==> src/rtl/rgc_pkg.sv <==
package rgc_pkg;

  localparam int MAX_WIDTH     = 2048;
  localparam int MAX_HEIGHT    = 2048;
  localparam int FRACTION_BITS = 4;

  localparam int CFG_W  = 12;
  localparam int COL_W  = $clog2(MAX_WIDTH);
  localparam int ROW_W  = $clog2(MAX_HEIGHT);
  localparam int POS_W  = 11;
  localparam int MAG_W  = 15;
  localparam int PIX_W  = 24;
  localparam int SQ_W   = 17;
  localparam int RAD_W  = SQ_W + 2 * FRACTION_BITS;
  localparam int NQ     = (RAD_W + 1) / 2;
  localparam int REM_W  = 2 * NQ + 1;
  localparam int SUM_W  = NQ + 2;

  localparam logic [CFG_W-1:0] WIDTH_RESET = CFG_W'(640);
  localparam logic [CFG_W-1:0] WIDTH_MIN   = CFG_W'(2);
  localparam logic [CFG_W-1:0] WIDTH_MAX   = CFG_W'(MAX_WIDTH);
  localparam logic [ROW_W-1:0] ROW_LAST    = ROW_W'(MAX_HEIGHT - 1);
  localparam int               MAG_MAX     = (1 << MAG_W) - 1;

  typedef struct packed {
    logic [7:0] blue;
    logic [7:0] green;
    logic [7:0] red;
    logic       frame_start;
  } pix_in_t;

  typedef struct packed {
    logic [MAG_W-1:0] magnitude;
    logic [POS_W-1:0] out_row;
    logic [POS_W-1:0] out_column;
  } grad_out_t;

  typedef struct packed {
    logic             valid;
    logic [POS_W-1:0] row;
    logic [POS_W-1:0] column;
  } meta_t;

  typedef logic [REM_W-1:0] rem3_t [3];
  typedef logic [NQ-1:0]    root3_t [3];

endpackage

==> src/rtl/rgc_cell.sv <==
module rgc_cell #(
  parameter int BIT = 0
) (
  input  logic                  clk,
  input  logic                  rst,
  input  logic                  en,
  input  rgc_pkg::meta_t        meta_in,
  input  rgc_pkg::rem3_t        rem_in,
  input  rgc_pkg::root3_t       root_in,
  output rgc_pkg::meta_t        meta_out,
  output rgc_pkg::rem3_t        rem_out,
  output rgc_pkg::root3_t       root_out
);
  import rgc_pkg::*;

  rem3_t  rem_next;
  root3_t root_next;

  always_comb begin
    for (int k = 0; k < 3; k++) begin
      logic [REM_W-1:0] trial;
      trial = (REM_W'(root_in[k]) << (BIT + 1)) + (REM_W'(1) << (2 * BIT));
      if (rem_in[k] >= trial) begin
        rem_next[k]  = rem_in[k] - trial;
        root_next[k] = root_in[k] | (NQ'(1) << BIT);
      end else begin
        rem_next[k]  = rem_in[k];
        root_next[k] = root_in[k];
      end
    end
  end

  always_ff @(posedge clk) begin
    if (rst) begin
      meta_out.valid <= 1'b0;
    end else if (en) begin
      meta_out.valid  <= meta_in.valid;
      meta_out.row    <= meta_in.row;
      meta_out.column <= meta_in.column;
    end
  end

  always_ff @(posedge clk) begin
    if (en) begin
      rem_out  <= rem_next;
      root_out <= root_next;
    end
  end

endmodule

==> config.mk <==
export PLATFORM = sky130hd
export DESIGN_NAME = rgc_cell
export DESIGN_NICKNAME = d
export VERILOG_FILES = /design/src/rtl/rgc_pkg.sv /design/src/rtl/rgc_cell.sv
export SDC_FILE = /design/constraint.sdc
export NUM_CORES = 1
export LEC_CHECK = 0
export BUFFER_PORTS_ARGS = -buffer_cell sky130_fd_sc_hd__buf_2
export CORE_MARGIN = 2
export CORE_UTILIZATION = 56
export CTS_BUF_LIST = sky130_fd_sc_hd__clkbuf_2
export CTS_CLUSTER_SIZE = 8
export DETAILED_ROUTE_END_ITERATION = 8
export PLACE_DENSITY = 0.89
export SYNTH_ARGS = -nofsm -noshare
export SYNTH_HDL_FRONTEND = slang
export SYNTH_SLANG_ARGS = --single-unit
==> constraint.sdc <==
create_clock -name clk -period 4.35 [get_ports clk]
set_input_delay 0.435 -clock clk [delete_from_list [all_inputs] [get_ports clk]]
set_output_delay 0.435 -clock clk [all_outputs]
set_load 0.02 [all_outputs]
==> summary.txt, run 1 <==
Global routing
  – Total gr overflow: 0
  – First-pass GRT wire length: approximately 40000 um
  – Vias in the first global route: about 7600
  – Largest net degree at the start of global routing: around 80
  – Initial antenna violation count: 1
  – GRT Overall Usage: around a third

Setup path
  – Most frequent CP cell: o21ai_0
  – CP max FO: 23
  – Data arrival, critical path: just under 4000 ps
  – CP max-delay cell: nor2b_2
  – CP peak stage delay: 820 ps
  – WP data required: ~5000 ps
  – CP startpoint kind: input pin
  – CP cell instances: dlygate4sd3_1, buf_2, ha_1, a21o_1, a211o_1, a31o_2, o21ai_0, nor2b_2, buf_4, nand2_1, o21ai_0
  – CP bufs+invs: 3
  – Top Family by Delay on Critical Path: compound AO/OA/AOI/OAI gates
  – CP Class: input pin to flip-flop
  – Crit end category: flip-flop

Floorplanning
  – CORE AREA: about 14000 um^2
  – I/O pin count: approximately 290
  – Height of the die: around 120 um
  – Cell row count: 43
  – Die ar.: between 15000 and 20000 um^2
  – Initial core utilization: between 50% and 60%
  – Die X: roughly 120 um

Status
  – Status: finished, final reports clean

Timing
  – Crit share post-route: slightly below 80%
  – Final Max Slew Viols: 0
  – Setup TNS: 0 ps
  – Worst slew margin relative to its limit: 25.1%
  – Tmin final: 3390 ps
  – RSZ-0062 raised after global routing: no
  – Final setup violation count: 0
  – Slew of the pin with the lowest slew margin: 1120 ps
  – WHS: between 40 and 50 ps
  – Clock Skew: 0 ps
  – Max Freq: approximately 0.30 GHz
  – Fin. Hold Viols: 0

Synth
  – Cell Area, Synth: a little under 8000 um^2
  – Asr flop ratio synth: 0%
  – Synthesized flop and latch total: between 100 and 150
  – Syn nets: 900
  – Post-Syn Instances: just over 700
  – Post-synthesis sequential area ratio: roughly 54%
  – Top FF cell, synth: edfxtp_1
  – Syn Area/Cell: roughly 11 um^2
  – Post-synth cell types: 56
  – Yosys warns: 0
  – EDFF count, synth: between 100 and 150

Drt
  – DRC: 0
  – Detailed Routing Iterations Pass 1: 6
  – Routed wire length: about 25000 um
  – DR vias: between 7000 and 8000
  – Drt initial violations: 1075
  – Drt wl/cell: ~19 um
  – ANT nets after route: 0
  – Via density: between 5 and 6

Pwr
  – Switch share: between 30% and 40%
  – Cell Int Power: roughly 2.3 mW
  – Sequential share of power: slightly below 50%
  – Pwr dens: around 320 nW/um^2
  – Combinational share of power: approximately 28%
  – Peak supply drop: a little over 0.2 mV
  – Clock power share: between 20 and 25%
  – Switching pwr: roughly 1.2 mW
  – Leak: ~4.9 nW

Worst hold path
  – Hold Crit Class: input pin to flip-flop

Final layout
  – Share of cells above drive strength 1: a little under 30%
  – P&R area growth vs syn: 39.7%
  – # nets final: between 1000 and 1500
  – Fillers: between 700 and 800

Clocking
  – Clock Tree Root: clkbuf_2
  – Htree depth: 4
  – CTS sink count: about 140
  – # Post-CTS Setup Buffers: 0
  – CTS tree: done
  – Clk pin slew, worst setup/hold paths: ~250 ps
  – Worst skew pair latency: between 700 and 800 ps
  – Clock Path Buffers: 2
  – CTS Buf Count: 17

Place
  – GPL Wtd Cong: between 0.9 and 1
  – # port buffers: ~290
  – DP HPWL: 15600 um

Job
  – Max-cap violations: 0
[sequential cells by signal, indices dropped and copies added, names as in the netlist]
| signal | count |
|---|---|
| rem_out | 81 |
| root_out | 39 |
| meta_out | 23 |
[stage by stage]
step | util [%] | setup WS (ps) | cells | power, mW | instance area (um^2)
after global placement | 69.1 | 869 | 1163 | 2.59 | 9550
after floorplan | - | 1490 | 709 | 2.29 | 7930
final | 80.1 | 963 | 1324 | 3.55 | 11100
after CTS | 80.0 | 1100 | 1322 | 3.48 | 11100
after global routing | 80.1 | 806 | 1324 | 3.68 | 11100
after detailed placement | 69.1 | 795 | 1163 | 2.62 | 9550
[synth_stat cells (all sizes together) (3+ instances only)]
| master | number | area, um^2 |
|---|---|---|
| a211o | 4 | 35.0 |
| a211oi | 9 | 67.6 |
| a21o | 14 | 105 |
| a21oi | 35 | 175 |
| a31oi | 6 | 37.5 |
| and3 | 4 | 25.0 |
| buf | 5 | 31.3 |
| clkbuf | 13 | 48.8 |
| edfxtp | 142 | 4260 |
| fa | 3 | 60.1 |
| ha | 42 | 526 |
| inv | 55 | 206 |
| mux2 | 8 | 101 |
| nand2 | 51 | 191 |
| nand2b | 11 | 68.8 |
| nand3 | 13 | 65.1 |
| nand4 | 9 | 56.3 |
| nand4b | 3 | 26.3 |
| nor2 | 58 | 218 |
| nor2b | 8 | 50.1 |
| nor3 | 21 | 105 |
| nor4 | 15 | 93.8 |
| nor4b | 5 | 43.8 |
| o211ai | 3 | 27.5 |
| o21a | 6 | 45.0 |
| o21ai | 49 | 245 |
| o21bai | 6 | 45.0 |
| o31a | 3 | 26.3 |
| o31ai | 3 | 22.5 |
| o41ai | 3 | 26.3 |
| or3 | 5 | 31.3 |
| or4 | 6 | 48.8 |
| xnor2 | 23 | 201 |
| xor2 | 48 | 420 |
[final timing paths]
path / from / to / slack [ps] / depth (start not counted)
worst max-delay path: rem_in[60] / rem_out[59]$_DFFE_PP_ / 960 / 11
worst min-delay path: rem_in[70] / rem_out[70]$_DFFE_PP_ / 50 / 2
worst max register to register: meta_out[22]$_SDFFE_PP0P_ / meta_out[22]$_SDFFE_PP0P_ / 2950 / 3
worst min register to register: meta_out[22]$_SDFFE_PP0P_ / meta_out[22]$_SDFFE_PP0P_ / 1250 / 3
[final cells by class]
class / count / area [um^2] / area share (%)
sequential: 143 / 4280 / 38.7
multi-input combinational: 493 / 3360 / 30.4
timing repair buffer: 420 / 2760 / 24.9
tap: 180 / 225 / 2.03
inverter: 55 / 206 / 1.87
clock inverter: 15 / 149 / 1.35
clock buffer: 17 / 85.1 / 0.769
antenna: 1 / 2.50 / 0.0226
[layer usage]
layer	track usage, %	vias up	routed length (um)
met5	0	-	0
met4	23.4	0	1730
met3	7.98	147	2280
met2	56.6	587	12400
met1	39.0	3563	8870
li1	-	3458	-
[power groups by stage]
stage / logic, mW / clock network (mW) / registers (mW)
final: 0.998 / 0.816 / 1.73
after global routing: 1.07 / 0.870 / 1.74
after CTS: 0.959 / 0.793 / 1.73
after detailed placement: 0.864 / 0 / 1.75
after global placement: 0.843 / 0 / 1.75
after floorplan: 0.346 / 0 / 1.94
[cell usage in the layout, fill, tap and decap left out, types with 7 or more instances in the layout]
master         netlist  layout
nand2_1             51      51
nand3_1             13      13
xor2_1              48      48
nor3_1              21      21
a21oi_1             35      35
inv_1               55      55
xnor2_1             23      23
o21ai_0             48      48
ha_1                42      42
inv_6                0       7
dlygate4sd3_1        0     128
buf_2                4     287
a211oi_1             9       9
clkbuf_2             0      17
a21o_1              14      14
nand2b_1            11      11
nand4_1              9       9
edfxtp_1           142     142
nor2_1              58      57
nor4_1              15      15
[repair_timing]
action / CTS / global route
hold buffers: 127 / 1
resized for setup: 0 / 0
endpoints found under the hold margin: 126 / 1
[logic make-up (layout without fill, tap and decap cells)]
| family | Yosys count | count (layout) | share of synthesized area, % |
|---|---|---|---|
| xor gates and xnor gates | 71 | 71 | 7.85 |
| AOI/OAI and AO/OA | 148 | 148 | 11.6 |
| other | 0 | 1 | 0 |
| muxes | 10 | 10 | 1.53 |
| buffers and inverters | 73 | 507 | 3.62 |
| DFF | 143 | 143 | 54.1 |
| adders and majority gates | 45 | 45 | 7.39 |
| and+or+nand+nor | 219 | 219 | 13.9 |
Power figures use the tool's default switching activity.
==> inputs of run 2 (changes only) <==
Settings changed: CORE_UTILIZATION 56 to 47, PLACE_DENSITY 0.89 to 0.79.
Clock period 4.35 ns to 3.1 ns, I/O delays scaled along.
==> run 2 against run 1 <==
Utilization decreased by 9.8 points. Hold slack better by 23 ps. Design area is 4.8% higher. Die area grew 19%. Critical path type unchanged. Critical endpoint is now rem_out[48]$_DFFE_PP_. Combinational power is 44% higher. Via count down 1.9%. Clock power up 40%. Setup slack got worse by 950 ps.
==> summary.txt, run 2 (same netlist as run 1, synthesis figures left out) <==
Drt
  – DR vias: between 7000 and 8000
  – Routed wire length: between 20000 and 25000 um
  – Wire length on met2: 12600 um
  – ANT nets after route: 0
  – DRC: 0
  – Met1 wire length: 9090 um
  – Drt initial violations: between 600 and 700
  – Drt wl/cell: 17.5 um
  – Via density: around 5.4
  – Top Metal Used: met4
  – Detailed Routing Iterations Pass 1: 5
  – Met3 routed WL: about 2000 um

Final layout
  – Post-layout util: a little over two thirds
  – Commonest non-fill, non-tap cell in the layout: buf_2
  – Biggest regs: rem_out x81, root_out x39, meta_out x23
  – Top reg by flops: rem_out
  – Fillers: ~1100
  – Share of cells above drive strength 1: a little under a third
  – Commonest non-fill, non-tap cells in the layout: buf_2, dlygate4sd3_1, edfxtp_1
  – P&R area growth vs syn: 46.4%
  – # nets final: around 1400
  – Number of flip-flops under the largest register name: 81

Timing
  – Crit share post-route: 99.7%
  – Max Freq: roughly 0.32 GHz
  – Setup TNS: 0 ps
  – Tmin final: 3090 ps
  – Clock Skew: 0 ps
  – RSZ-0062 raised after global routing: yes
  – Final Max Slew Viols: 0
  – Worst slew margin relative to its limit: a little under a third
  – Slew of the pin with the lowest slew margin: ~1000 ps
  – Final setup violation count: 0
  – Fin. Hold Viols: 0

Floorplanning
  – I/O pin count: between 200 and 300
  – Die ar.: around 18000 um^2
  – Height of the die: around 130 um
  – CORE AREA: 16500 um^2
  – Die X: approximately 130 um
  – Cell row count: 47
  – Initial core utilization: approximately 48%

Place
  – DP HPWL: 15600 um
  – # port buffers: between 200 and 300
  – GPL Wtd Cong: between 0.8 and 0.9

Pwr
  – Cell Int Power: roughly 3.2 mW
  – Peak supply drop: slightly above 0.3 mV
  – Combinational share of power: about 29%
  – Pwr dens: approximately 430 nW/um^2
  – Sequential share of power: 48.4%
  – Switch share: roughly a third
  – Leak: about 5.1 nW
  – Clock power share: a little under a quarter
  – Switching pwr: between 1.5 and 2 mW

Setup path
  – WP data required: between 3000 and 4000 ps
  – Data arrival, critical path: approximately 3700 ps
  – CP max FO: 7
  – CP startpoint kind: input pin
  – Crit end category: flip-flop
  – CP Class: input pin to flip-flop

Global routing
  – First-pass GRT wire length: between 30000 and 40000 um
  – Total gr overflow: 0
  – Largest net degree at the start of global routing: around 120
  – GRT Overall Usage: 26.8%
  – Initial antenna violation count: 2
  – Vias in the first global route: roughly 7600

Clocking
  – Worst skew pair latency: 750 ps
  – Clk pin slew, worst setup/hold paths: 280 ps
  – CTS Buf Count: 17
  – Htree depth: 4
  – Clock Tree Root: clkbuf_2
  – CTS sink count: 143
  – CTS tree: done
  – Clock Path Buffers: 2

Status
  – Status: finished, final reports clean

Job
  – Max-cap violations: 0

Worst hold path
  – Hold Crit Class: input pin to flip-flop
==> run 2: worst max-delay path, stage by stage <==
cell           delay, ps
dlygate4sd3_1        530
buf_2                130
ha_1                 400
a211oi_1             300
nor2_1               120
a21o_1               200
nand4bb_1            230
or4_4                510
nor4_4               190
xor2_1               200
dlygate4sd3_1        610
==> run 2: final cells by class <==
cell class              count  area [um^2]  share of cell area, %
multi-input cells         493         3420                   29.4
inverters                  55          206                   1.78
repair buffers            463         3170                   27.3
clock inverters            15          164                   1.41
diodes                      3         7.51                 0.0647
flip-flops and latches    143         4280                   36.9
clock buffers              17         85.1                  0.733
well taps                 220          275                   2.37
==> run 2: power groups by stage <==
| stage | combinational, mW | sequential [mW] | clock (mW) |
|---|---|---|---|
| floorplan | 0.485 | 2.72 | 0 |
| global placement | 1.21 | 2.45 | 0 |
| detailed placement | 1.24 | 2.45 | 0 |
| CTS | 1.39 | 2.41 | 1.14 |
| global route | 1.54 | 2.44 | 1.23 |
| finish | 1.44 | 2.42 | 1.14 |
==> run 2: worst paths after layout <==
path,from,to,slack (ps),cells after the start
max,rem_in[33],rem_out[48]$_DFFE_PP_,8,11
min,rem_in[28],rem_out[28]$_DFFE_PP_,70,3
min reg2reg,meta_out[22]$_SDFFE_PP0P_,meta_out[22]$_SDFFE_PP0P_,1200,3
max reg2reg,meta_out[22]$_SDFFE_PP0P_,meta_out[22]$_SDFFE_PP0P_,1830,3
==> run 2: through the flow <==
stage          power, mW  hold slack [ps]  worst slack [ps]  area (um^2)  std cells
2_1_floorplan       3.21              382               360         7930        709
3_3_place_gp        3.67              487              87.3         9750       1219
3_5_place_dp        3.69              488              12.6         9750       1219
4_1_cts             4.95             9.98              15.0        11500       1404
5_1_grt             5.21             19.4             -70.2        11600       1408
6_report            5.00             70.7              8.22        11600       1409
==> run 2: per-layer routing <==
| metal | vias up | global-route usage [%] |
|---|---|---|
| met3 | 77 | 6.31 |
| li1 | 3535 | - |
| met5 | - | 0 |
| met4 | 0 | 12.1 |
| met1 | 3575 | 30.1 |
| met2 | 422 | 48.2 |
==> run 2: timing repair <==
item	in CTS	in global routing
setup buffers	0	2
endpoints found under the setup margin	0	6
hold endpoints to repair	161	0
gates resized for setup	0	11
hold buffers	153	0
